$ cat config.mk
export PLATFORM = sky130hd
export DESIGN_NAME = interval_window_outlier_filter
export DESIGN_NICKNAME = d
export VERILOG_FILES = /design/src/design/iwof_pkg.sv /design/src/design/iwof_ram.sv /design/src/design/iwof_engine.sv /design/src/design/interval_window_outlier_filter.sv
export SDC_FILE = /design/constraint.sdc
export NUM_CORES = 2
export LEC_CHECK = 0
export ABC_AREA = 1
export BUFFER_PORTS_ARGS = -buffer_cell sky130_fd_sc_hd__clkbuf_2
export CAP_MARGIN = 10
export CORE_ASPECT_RATIO = 0.9
export CORE_MARGIN = 8
export CORE_UTILIZATION = 55
export DETAILED_ROUTE_END_ITERATION = 12
export PLACE_DENSITY = 0.81
export SYNTH_ARGS = -nofsm -noshare
export SYNTH_HDL_FRONTEND = slang
export SYNTH_SLANG_ARGS = --single-unit
$ cat constraint.sdc
create_clock -name clk_i -period 7.4 [get_ports clk_i]
set_clock_uncertainty 0.2 [all_clocks]
set_input_delay 1.48 -clock clk_i [delete_from_list [all_inputs] [get_ports clk_i]]
set_output_delay 1.48 -clock clk_i [all_outputs]
set_load 0.05 [all_outputs]
$ cat src/design/iwof_pkg.sv
// Package: constants, payload and config types, sequencer states of the outlier filter.
`default_nettype none
package iwof_pkg;

  localparam int WINDOW_LENGTH = 16;
  localparam int TICK_W        = 24;
  localparam int RES_W         = 10;
  localparam int OFF_W         = 20;
  localparam int PERIOD_W      = 36;
  localparam int PROD_W        = TICK_W + RES_W;
  localparam int IDX_W         = $clog2(WINDOW_LENGTH);
  localparam int CNT_W         = $clog2(WINDOW_LENGTH + 1);
  localparam int SUM_W         = TICK_W + IDX_W;
  localparam int ADDR_W        = 4;
  localparam int DATA_W        = 32;

  localparam logic [IDX_W-1:0] LAST_IDX = IDX_W'(WINDOW_LENGTH - 1);

  localparam logic [RES_W-1:0] RES_PS_RESET = RES_W'(55);
  localparam logic [RES_W-1:0] RES_NS_RESET = RES_W'(125);

  localparam logic [1:0] REG_MODE   = 2'd0;
  localparam logic [1:0] REG_RES_PS = 2'd1;
  localparam logic [1:0] REG_OFF_PS = 2'd2;
  localparam logic [1:0] REG_RES_NS = 2'd3;

  localparam logic MODE_MEDIAN   = 1'b0;
  localparam logic MODE_MAJORITY = 1'b1;

  typedef struct packed {
    logic [TICK_W-1:0] first_reading;
    logic [TICK_W-1:0] second_reading;
  } in_item_t;

  typedef struct packed {
    logic signed [PERIOD_W-1:0] period_value;
    logic                       count_error;
  } out_item_t;

  typedef struct packed {
    logic             mode_select;
    logic [RES_W-1:0] ps_per_tick;
    logic [OFF_W-1:0] offset_ps;
    logic [RES_W-1:0] resolution_ns;
  } cfg_t;

  typedef enum logic [3:0] {
    ST_IDLE,
    ST_SUM,
    ST_COUNT,
    ST_CAND,
    ST_LOAD,
    ST_RANK,
    ST_SCAN,
    ST_SELECT,
    ST_MUL,
    ST_FINISH
  } state_e;

endpackage
`default_nettype wire

$ cat src/design/iwof_ram.sv
// Generic single-write, single-read RAM with registered read data.
`default_nettype none
module iwof_ram #(
  parameter int WIDTH = 8,
  parameter int DEPTH = 16
) (
  input  wire logic                     clk_i,
  input  wire logic                     we_i,
  input  wire logic [$clog2(DEPTH)-1:0] waddr_i,
  input  wire logic [WIDTH-1:0]         wdata_i,
  input  wire logic [$clog2(DEPTH)-1:0] raddr_i,
  output logic      [WIDTH-1:0]         rdata_o
);

  logic [WIDTH-1:0] mem_q [DEPTH];

  always_ff @(posedge clk_i) begin
    if (we_i) begin
      mem_q[waddr_i] <= wdata_i;
    end
    rdata_o <= mem_q[raddr_i];
  end

endmodule
`default_nettype wire

$ cat src/design/iwof_engine.sv
// Window sequencer: sweeps the tick RAM through one compare/accumulate unit, then scales.
`default_nettype none
module iwof_engine (
  input  wire logic                               clk_i,
  input  wire logic                               rst_ni,
  input  wire logic                               start_i,
  input  wire iwof_pkg::cfg_t                     cfg_i,
  output logic      [iwof_pkg::IDX_W-1:0]         raddr_o,
  input  wire logic [iwof_pkg::TICK_W-1:0]        rdata_i,
  output logic                                    busy_o,
  output logic                                    done_o,
  output iwof_pkg::out_item_t                     result_o
);

  localparam int IDX_W  = iwof_pkg::IDX_W;
  localparam int CNT_W  = iwof_pkg::CNT_W;
  localparam int SUM_W  = iwof_pkg::SUM_W;
  localparam int TICK_W = iwof_pkg::TICK_W;
  localparam int PROD_W = iwof_pkg::PROD_W;
  localparam int PER_W  = iwof_pkg::PERIOD_W;
  localparam int RES_W_SEL = iwof_pkg::RES_W;

  iwof_pkg::state_e state_q, state_d;

  logic [IDX_W-1:0]  idx_q, idx_d;
  logic              iss_q, iss_d;
  logic              rv_q, rv_d;
  logic              rl_q, rl_d;
  logic              rf_q, rf_d;
  logic [IDX_W-1:0]  j_q, j_d;

  logic [SUM_W-1:0]  sum_q, sum_d;
  logic [CNT_W-1:0]  n_q, n_d;
  logic [TICK_W-1:0] cand_q, cand_d;
  logic [CNT_W-1:0]  lt_q, lt_d;
  logic [CNT_W-1:0]  le_q, le_d;
  logic [TICK_W-1:0] val_q, val_d;
  logic [TICK_W-1:0] v0_q, v0_d, v1_q, v1_d, v2_q, v2_d;
  logic [CNT_W-1:0]  c0_q, c0_d, c1_q, c1_d, c2_q, c2_d;
  logic              has1_q, has1_d, has2_q, has2_d;
  logic              err_q, err_d;
  logic [PROD_W-1:0] prod_q, prod_d;

  logic [CNT_W-1:0]  pick;
  logic [CNT_W-1:0]  kth;
  logic [CNT_W-1:0]  lt_n;
  logic [CNT_W-1:0]  le_n;
  logic [RES_W_SEL-1:0] res_sel;

  assign pick = (n_q == '0) ? '0 : n_q - CNT_W'(1);
  assign kth  = pick >> 1;
  assign lt_n = lt_q + CNT_W'(rdata_i < cand_q);
  assign le_n = le_q + CNT_W'(rdata_i <= cand_q);
  assign res_sel = (cfg_i.mode_select == iwof_pkg::MODE_MAJORITY) ?
                   cfg_i.resolution_ns : cfg_i.ps_per_tick;

  always_comb begin
    state_d  = state_q;
    idx_d    = idx_q;
    iss_d    = 1'b0;
    rv_d     = 1'b0;
    rl_d     = 1'b0;
    rf_d     = 1'b0;
    j_d      = j_q;
    sum_d    = sum_q;
    n_d      = n_q;
    cand_d   = cand_q;
    lt_d     = lt_q;
    le_d     = le_q;
    val_d    = val_q;
    v0_d     = v0_q;
    v1_d     = v1_q;
    v2_d     = v2_q;
    c0_d     = c0_q;
    c1_d     = c1_q;
    c2_d     = c2_q;
    has1_d   = has1_q;
    has2_d   = has2_q;
    err_d    = err_q;
    prod_d   = prod_q;
    raddr_o  = idx_q;
    done_o   = 1'b0;
    result_o = '0;

    // address sweep shared by all scan states
    if (iss_q) begin
      idx_d = (idx_q == iwof_pkg::LAST_IDX) ? '0 : idx_q + IDX_W'(1);
      iss_d = (idx_q != iwof_pkg::LAST_IDX);
      rv_d  = 1'b1;
      rl_d  = (idx_q == iwof_pkg::LAST_IDX);
      rf_d  = (idx_q == '0);
    end

    case (state_q)
      iwof_pkg::ST_IDLE: begin
        if (start_i) begin
          iss_d = 1'b1;
          if (cfg_i.mode_select == iwof_pkg::MODE_MAJORITY) begin
            state_d = iwof_pkg::ST_SCAN;
          end else begin
            sum_d   = '0;
            state_d = iwof_pkg::ST_SUM;
          end
        end
      end
      iwof_pkg::ST_SUM: begin
        if (rv_q) begin
          sum_d = sum_q + SUM_W'(rdata_i);
        end
        if (rl_q) begin
          n_d     = '0;
          iss_d   = 1'b1;
          state_d = iwof_pkg::ST_COUNT;
        end
      end
      iwof_pkg::ST_COUNT: begin
        if (rv_q && (SUM_W'(rdata_i) * SUM_W'(iwof_pkg::WINDOW_LENGTH) < sum_q)) begin
          n_d = n_q + CNT_W'(1);
        end
        if (rl_q) begin
          j_d     = '0;
          state_d = iwof_pkg::ST_CAND;
        end
      end
      iwof_pkg::ST_CAND: begin
        raddr_o = j_q;
        state_d = iwof_pkg::ST_LOAD;
      end
      iwof_pkg::ST_LOAD: begin
        cand_d  = rdata_i;
        lt_d    = '0;
        le_d    = '0;
        iss_d   = 1'b1;
        state_d = iwof_pkg::ST_RANK;
      end
      iwof_pkg::ST_RANK: begin
        if (rv_q) begin
          lt_d = lt_n;
          le_d = le_n;
        end
        if (rl_q) begin
          // candidate holds rank kth when kth lies in [lt, le)
          if ((lt_n <= kth) && (kth < le_n)) begin
            val_d   = cand_q;
            state_d = iwof_pkg::ST_MUL;
          end else begin
            j_d     = j_q + IDX_W'(1);
            state_d = iwof_pkg::ST_CAND;
          end
        end
      end
      iwof_pkg::ST_SCAN: begin
        if (rv_q) begin
          if (rf_q) begin
            v0_d   = rdata_i;
            c0_d   = CNT_W'(1);
            v1_d   = '0;
            c1_d   = '0;
            v2_d   = '0;
            c2_d   = '0;
            has1_d = 1'b0;
            has2_d = 1'b0;
            err_d  = 1'b0;
          end else if (rdata_i == v0_q) begin
            c0_d = c0_q + CNT_W'(1);
          end else if (!has1_q) begin
            has1_d = 1'b1;
            v1_d   = rdata_i;
            c1_d   = CNT_W'(1);
          end else if (rdata_i == v1_q) begin
            c1_d = c1_q + CNT_W'(1);
          end else if (!has2_q) begin
            has2_d = 1'b1;
            v2_d   = rdata_i;
            c2_d   = CNT_W'(1);
          end else if (rdata_i == v2_q) begin
            c2_d = c2_q + CNT_W'(1);
          end else begin
            err_d = 1'b1;
          end
        end
        if (rl_q) begin
          state_d = iwof_pkg::ST_SELECT;
        end
      end
      iwof_pkg::ST_SELECT: begin
        if (c1_q > c2_q) begin
          val_d = (c0_q > c1_q) ? v0_q : v1_q;
        end else begin
          val_d = (c0_q > c2_q) ? v0_q : v2_q;
        end
        state_d = iwof_pkg::ST_MUL;
      end
      iwof_pkg::ST_MUL: begin
        prod_d  = PROD_W'(val_q) * PROD_W'(res_sel);
        state_d = iwof_pkg::ST_FINISH;
      end
      iwof_pkg::ST_FINISH: begin
        done_o = 1'b1;
        if (cfg_i.mode_select == iwof_pkg::MODE_MAJORITY) begin
          result_o.count_error  = err_q;
          result_o.period_value = err_q ? '1 : PER_W'(prod_q);
        end else begin
          result_o.count_error  = 1'b0;
          result_o.period_value = PER_W'(prod_q) - PER_W'(cfg_i.offset_ps);
        end
        state_d = iwof_pkg::ST_IDLE;
      end
      default: begin
        state_d = iwof_pkg::ST_IDLE;
      end
    endcase
  end

  assign busy_o = (state_q != iwof_pkg::ST_IDLE);

  always_ff @(posedge clk_i or negedge rst_ni) begin
    if (!rst_ni) begin
      state_q <= iwof_pkg::ST_IDLE;
      idx_q   <= '0;
      iss_q   <= 1'b0;
      rv_q    <= 1'b0;
      rl_q    <= 1'b0;
      rf_q    <= 1'b0;
      j_q     <= '0;
    end else begin
      state_q <= state_d;
      idx_q   <= idx_d;
      iss_q   <= iss_d;
      rv_q    <= rv_d;
      rl_q    <= rl_d;
      rf_q    <= rf_d;
      j_q     <= j_d;
    end
  end

  always_ff @(posedge clk_i) begin
    sum_q  <= sum_d;
    n_q    <= n_d;
    cand_q <= cand_d;
    lt_q   <= lt_d;
    le_q   <= le_d;
    val_q  <= val_d;
    v0_q   <= v0_d;
    v1_q   <= v1_d;
    v2_q   <= v2_d;
    c0_q   <= c0_d;
    c1_q   <= c1_d;
    c2_q   <= c2_d;
    has1_q <= has1_d;
    has2_q <= has2_d;
    err_q  <= err_d;
    prod_q <= prod_d;
  end

endmodule
`default_nettype wire

$ cat src/design/interval_window_outlier_filter.sv
// Interval window outlier filter: APB registers, tick RAM, window sequencer, result register.
// Each transfer stores |first_reading - second_reading| in a 16-entry window RAM;
// every 16th transfer closes the window and starts one filtered result.
// Mode 0 (sorted lower-cluster median, picoseconds) and mode 1 (majority of at most
// three values, nanoseconds) both sweep the window RAM through its single read port,
// one entry per cycle, with mode 0 ranking each candidate against the whole window.
// in_ready_o is low while a window is being evaluated, and also when a closing
// transfer would meet an untaken result.
// Registers (APB, byte address 4*i): mode_select, ps_per_tick, offset_ps,
// resolution_ns; write them only while the block is idle.
`default_nettype none
module interval_window_outlier_filter (
  input  wire logic                              clk_i,
  input  wire logic                              rst_ni,
  input  wire logic                              in_valid_i,
  output logic                                   in_ready_o,
  input  wire iwof_pkg::in_item_t                in_item_i,
  output logic                                   out_valid_o,
  input  wire logic                              out_ready_i,
  output iwof_pkg::out_item_t                    out_item_o,
  input  wire logic                              psel,
  input  wire logic                              penable,
  input  wire logic                              pwrite,
  input  wire logic [iwof_pkg::ADDR_W-1:0]       paddr,
  input  wire logic [iwof_pkg::DATA_W-1:0]       pwdata,
  output logic      [iwof_pkg::DATA_W-1:0]       prdata,
  output logic                                   pready
);

  localparam int IDX_W  = iwof_pkg::IDX_W;
  localparam int TICK_W = iwof_pkg::TICK_W;

  iwof_pkg::cfg_t      cfg_q, cfg_d;
  logic [IDX_W-1:0]    fill_q, fill_d;
  logic                out_valid_q, out_valid_d;
  iwof_pkg::out_item_t out_item_q;

  logic                in_xfer;
  logic                cfg_wr;
  logic                start;
  logic [TICK_W-1:0]   tick;
  logic [IDX_W-1:0]    raddr;
  logic [TICK_W-1:0]   rdata;
  logic                busy;
  logic                done;
  iwof_pkg::out_item_t result;

  assign pready = 1'b1;
  assign cfg_wr = psel && penable && pwrite && pready;

  always_comb begin
    cfg_d = cfg_q;
    if (cfg_wr) begin
      case (paddr[3:2])
        iwof_pkg::REG_MODE:   cfg_d.mode_select   = pwdata[0];
        iwof_pkg::REG_RES_PS: cfg_d.ps_per_tick   = pwdata[iwof_pkg::RES_W-1:0];
        iwof_pkg::REG_OFF_PS: cfg_d.offset_ps     = pwdata[iwof_pkg::OFF_W-1:0];
        iwof_pkg::REG_RES_NS: cfg_d.resolution_ns = pwdata[iwof_pkg::RES_W-1:0];
        default:              cfg_d = cfg_q;
      endcase
    end
  end

  always_comb begin
    case (paddr[3:2])
      iwof_pkg::REG_MODE:   prdata = iwof_pkg::DATA_W'(cfg_q.mode_select);
      iwof_pkg::REG_RES_PS: prdata = iwof_pkg::DATA_W'(cfg_q.ps_per_tick);
      iwof_pkg::REG_OFF_PS: prdata = iwof_pkg::DATA_W'(cfg_q.offset_ps);
      iwof_pkg::REG_RES_NS: prdata = iwof_pkg::DATA_W'(cfg_q.resolution_ns);
      default:              prdata = '0;
    endcase
  end

  assign in_ready_o = !busy && !(out_valid_q && (fill_q == iwof_pkg::LAST_IDX));
  assign in_xfer    = in_valid_i && in_ready_o;
  assign start      = in_xfer && (fill_q == iwof_pkg::LAST_IDX);
  assign tick       = (in_item_i.first_reading > in_item_i.second_reading) ?
                      (in_item_i.first_reading - in_item_i.second_reading) :
                      (in_item_i.second_reading - in_item_i.first_reading);

  always_comb begin
    fill_d = fill_q;
    if (in_xfer) begin
      fill_d = (fill_q == iwof_pkg::LAST_IDX) ? '0 : fill_q + IDX_W'(1);
    end
  end

  always_comb begin
    out_valid_d = out_valid_q;
    if (done) begin
      out_valid_d = 1'b1;
    end else if (out_ready_i) begin
      out_valid_d = 1'b0;
    end
  end

  iwof_ram #(
    .WIDTH (TICK_W),
    .DEPTH (iwof_pkg::WINDOW_LENGTH)
  ) u_ram (
    .clk_i   (clk_i),
    .we_i    (in_xfer),
    .waddr_i (fill_q),
    .wdata_i (tick),
    .raddr_i (raddr),
    .rdata_o (rdata)
  );

  iwof_engine u_engine (
    .clk_i    (clk_i),
    .rst_ni   (rst_ni),
    .start_i  (start),
    .cfg_i    (cfg_q),
    .raddr_o  (raddr),
    .rdata_i  (rdata),
    .busy_o   (busy),
    .done_o   (done),
    .result_o (result)
  );

  always_ff @(posedge clk_i or negedge rst_ni) begin
    if (!rst_ni) begin
      cfg_q.mode_select   <= iwof_pkg::MODE_MEDIAN;
      cfg_q.ps_per_tick   <= iwof_pkg::RES_PS_RESET;
      cfg_q.offset_ps     <= '0;
      cfg_q.resolution_ns <= iwof_pkg::RES_NS_RESET;
      fill_q              <= '0;
      out_valid_q         <= 1'b0;
    end else begin
      cfg_q       <= cfg_d;
      fill_q      <= fill_d;
      out_valid_q <= out_valid_d;
    end
  end

  always_ff @(posedge clk_i) begin
    if (done) begin
      out_item_q <= result;
    end
  end

  assign out_valid_o = out_valid_q;
  assign out_item_o  = out_item_q;

endmodule
`default_nettype wire

==> results.md <==
- Total Negative Setup Slacks: 0 ns
- I/O pin count: 163
- Critical path required time: 7.61 ns
- Total wirelength of the detailed-routed design: 122 mm
- Main combinational cell family by area after synthesis: simple AND/OR/NAND/NOR gates
- Adder and majority gate portion of the synthesized area: 0.145
- Clk Latency, worst-skew pair: 0.65 ns
- Highest routed layer: met5
- Total number of H-tree levels: 3
- Sequential fraction of the synthesis area: 0.459
- Number of clock sinks: 721
- Wire length of the first global-routing pass: 192 mm
- RSZ-0062 raised after global routing: no
- Number of remaining DRC errors: 0
- Antenna violations before repair: 1
- Area fraction in and, or, nand and nor cells after synthesis: 0.183
- Mapped Cells: 5178
- Number of distinct standard cells referenced by the synthesized netlist: 51
- Relative slew slack: 0.221
- Total inserted antenna cells: 0
- Detailed route wirelength on metal3: 11.1 mm
- Synthesized-area fraction occupied by ao, oa, aoi and oai cells: 0.104
- Endpoint of the lowest-slack register-to-register path: u_engine.prod_q[32]
- Async set-reset flop share out of synthesis: 0.0860
- Register-to-Register Setup Slack: 0.50 ns
- Final worst path period need: 6.90 ns
- Post-route met1 wirelength: 49.5 mm
- Die ar.: 93100 um^2
- Result of the run: finished clean
- Clock tree root driver cell: clkbuf_16
- Worst slack after detailed placement: 0.557 ns
- CTS resizes: 0
- Number of cell instances on the worst register-to-register path: 22
- Overflow left after global routing: 0
- Starting DRC count in detailed routing: 4055
- Worst Hold Endpoint: cfg_q[30]
- Max-cap viol count: 0
- Number of buffers inserted by port buffering: 135
- Synth top area cells: edfxtp_1 41%, nand2_1 9.4%, fa_1 7.8%
- Placer congestion estimate: 0.969
- Synthesis-to-layout area growth: 9.38%
- CP endpoint kind: flop
- Hold/Removal Path Class: flop to flop
- Critical path fanouts, max: 17
- Worst setup SP type: flop
- Met2 wire length: 56.7 mm
- Netlist Area Pre-Place: 46000 um^2
- Detailed Place HPWL: 85.7 mm
- Worst flop-to-flop path startpoint: cfg_q[40]
- Number of vias in the routed layout: 36616
- Wirelength per Cell: 18.9 um
- Hold path cells: 2
- #FFs+latches synth: 721
- Actual transition at the worst max-transition pin: 1.17 ns
- Final Cycle Share: 0.932
- Warnings from Yosys: 0
- Starting Density: 0.556
- Commonest cells in the synthesized netlist: 1157 x nand2_1, 805 x inv_1, 635 x edfxtp_1, 573 x nor2_1, 317 x o21ai_0
- Setup Fix Bufs, Post-CTS: 0
- CP startpoint: cfg_q[40]
- Row count: 100
- Multiplexer share of the synthesized area: 0.000735
- Bufs on Longest Clock Path: 3
- Number of hold violations in the final report: 0
- Number of nets with antenna violations after routing: 0
- Via count of the first global-routing pass: 35424
- Post-synthesis share of cell area spent on xor and xnor gates: 0.0229
- Mean Syn Cell Area: 8.88 um^2
- Clock slew at the register clock pins of the worst setup and hold paths: 0.08 ns
- Cts bufs inserted: 75
- Core Box Area: 82700 um^2
- Fraction of final layout cells sized beyond drive strength 1: 0.0690
- Maximum clock frequency: 145 MHz
- Final net count: 5791
- Cell with the most instances after synthesis: nand2_1
- WS Path Type: flop to flop
- Overall die width: 321 um
- CTS tree: built
- Chip height: 290 um
- Number of optimization iterations in the first detailed-route pass: 12
- DR vias/cell: 5.67
- Number of failing setup endpoints in the final timing report: 0
- Most frequently used flop master after synthesis: edfxtp_1
- All-Layer GR Usage: 0.256
- Post-synth top area share: 0.415
- Minimum setup slack in the final design: 0.502 ns
- Endpoint arrival time on the critical path: 7.11 ns
- Hold path startpoint: cfg_q[30]
- Final slew viol count: 0
- Cell taking the most area after synthesis: edfxtp_1
- CTS Hold Buffers Added: 0
- Number of synthesized flops with an enable pin: 635
- Maximum number of pins on one net before global-route repair: 140
[final cells by class]
| class | count | area, um^2 |
|---|---|---|
| fill | 6792 | 32400 |
| multi-input combinational | 3475 | 21200 |
| sequential | 721 | 21100 |
| inverter | 814 | 3060 |
| clock buffer | 99 | 2050 |
| tap | 1122 | 1400 |
| timing repair buffer | 188 | 1090 |
| clock inverter | 39 | 402 |
[critical path, cell delays in order (launching register included)]
cell      delay, ns
dfrtp_1        0.39
clkinv_1       0.35
buf_4          0.32
nand2_1        0.07
nand2_1        0.50
inv_1          0.55
nand2_1        0.14
fa_1           0.54
fa_1           0.54
inv_1          0.05
fa_1           0.44
fa_1           0.51
inv_1          0.06
fa_1           0.52
inv_1          0.04
ha_1           0.34
nand2_1        0.15
nor3_1         0.29
nand2_1        0.10
o211ai_1       0.18
nand3_1        0.19
nand3_1        0.12
nand2_1        0.06
[cell usage in the layout (no fill, tap or decap), types with 8 or more instances in the layout]
cell type	n
a21boi_0	8
a21o_1	14
a21oi_1	211
a31oi_1	12
buf_4	51
clkbuf_1	16
clkbuf_16	75
clkbuf_2	134
clkbuf_8	8
clkinv_1	9
clkinv_2	13
conb_1	13
dfrtp_1	51
dfstp_2	11
dfxtp_1	24
edfxtp_1	635
fa_1	178
ha_1	247
inv_1	804
inv_2	8
nand2_1	1157
nand3_1	217
nand3b_1	10
nand4_1	71
nor2_1	552
nor2_4	15
nor3_1	33
o211ai_1	163
o21a_1	8
o21ai_0	312
o21ai_1	50
o21bai_1	20
o221ai_1	9
xnor2_1	49
xor2_1	71
[cell families after synthesis]
group	Yosys count
compound gates	827
xor+xnor	120
fa+ha+maj	425
buf+inv	993
flops	721
mux	3
other cells	2
simple gates	2087
[per-stage QoR]
stage	hold WS, ns	utilization	std cells	instance area [um^2]
4_1_cts	0.319	0.608	6457	50300
2_1_floorplan	0.152	-	5189	46000
6_report	0.315	0.608	6458	50300
3_5_place_dp	0.308	0.578	6319	47800
3_3_place_gp	0.299	0.578	6319	47800
5_1_grt	0.338	0.608	6458	50300
[worst max path at each step]
stage,end,depth (start not counted)
after global placement,u_engine.prod_q[32],22
after CTS,u_engine.prod_q[32],22
final,u_engine.prod_q[32],22
after global routing,u_engine.prod_q[32],23
after detailed placement,u_engine.prod_q[32],22
after floorplan,u_engine.prod_q[32],24
[state kept, by name, summed over array words and instances, names as in the netlist, 5 cells and up]
| name | flops |
|---|---|
| u_ram.mem_q | 384 |
| cfg_q | 41 |
| out_item_o | 36 |
| u_engine.prod_q | 34 |
| u_engine.sum_q | 28 |
| u_engine.cand_q | 24 |
| u_engine.v0_q | 24 |
| u_engine.v1_q | 24 |
| u_engine.v2_q | 24 |
| u_engine.val_q | 24 |
| u_ram.rdata_o | 24 |
| u_engine.c0_q | 5 |
| u_engine.c1_q | 5 |
| u_engine.c2_q | 5 |
| u_engine.le_q | 5 |
| u_engine.lt_q | 5 |
| u_engine.n_q | 5 |
[routing by layer]
| metal | vias to the layer above | GRT usage |
|---|---|---|
| li1 | 17222 | - |
| met1 | 17318 | 0.341 |
| met2 | 1787 | 0.417 |
| met3 | 287 | 0.0424 |
| met4 | 2 | 0.105 |
| met5 | - | 0 |
Power is left out: the tool's default activity adds up to more than one toggle a clock period on the data nets, which glitch-free logic cannot reach.
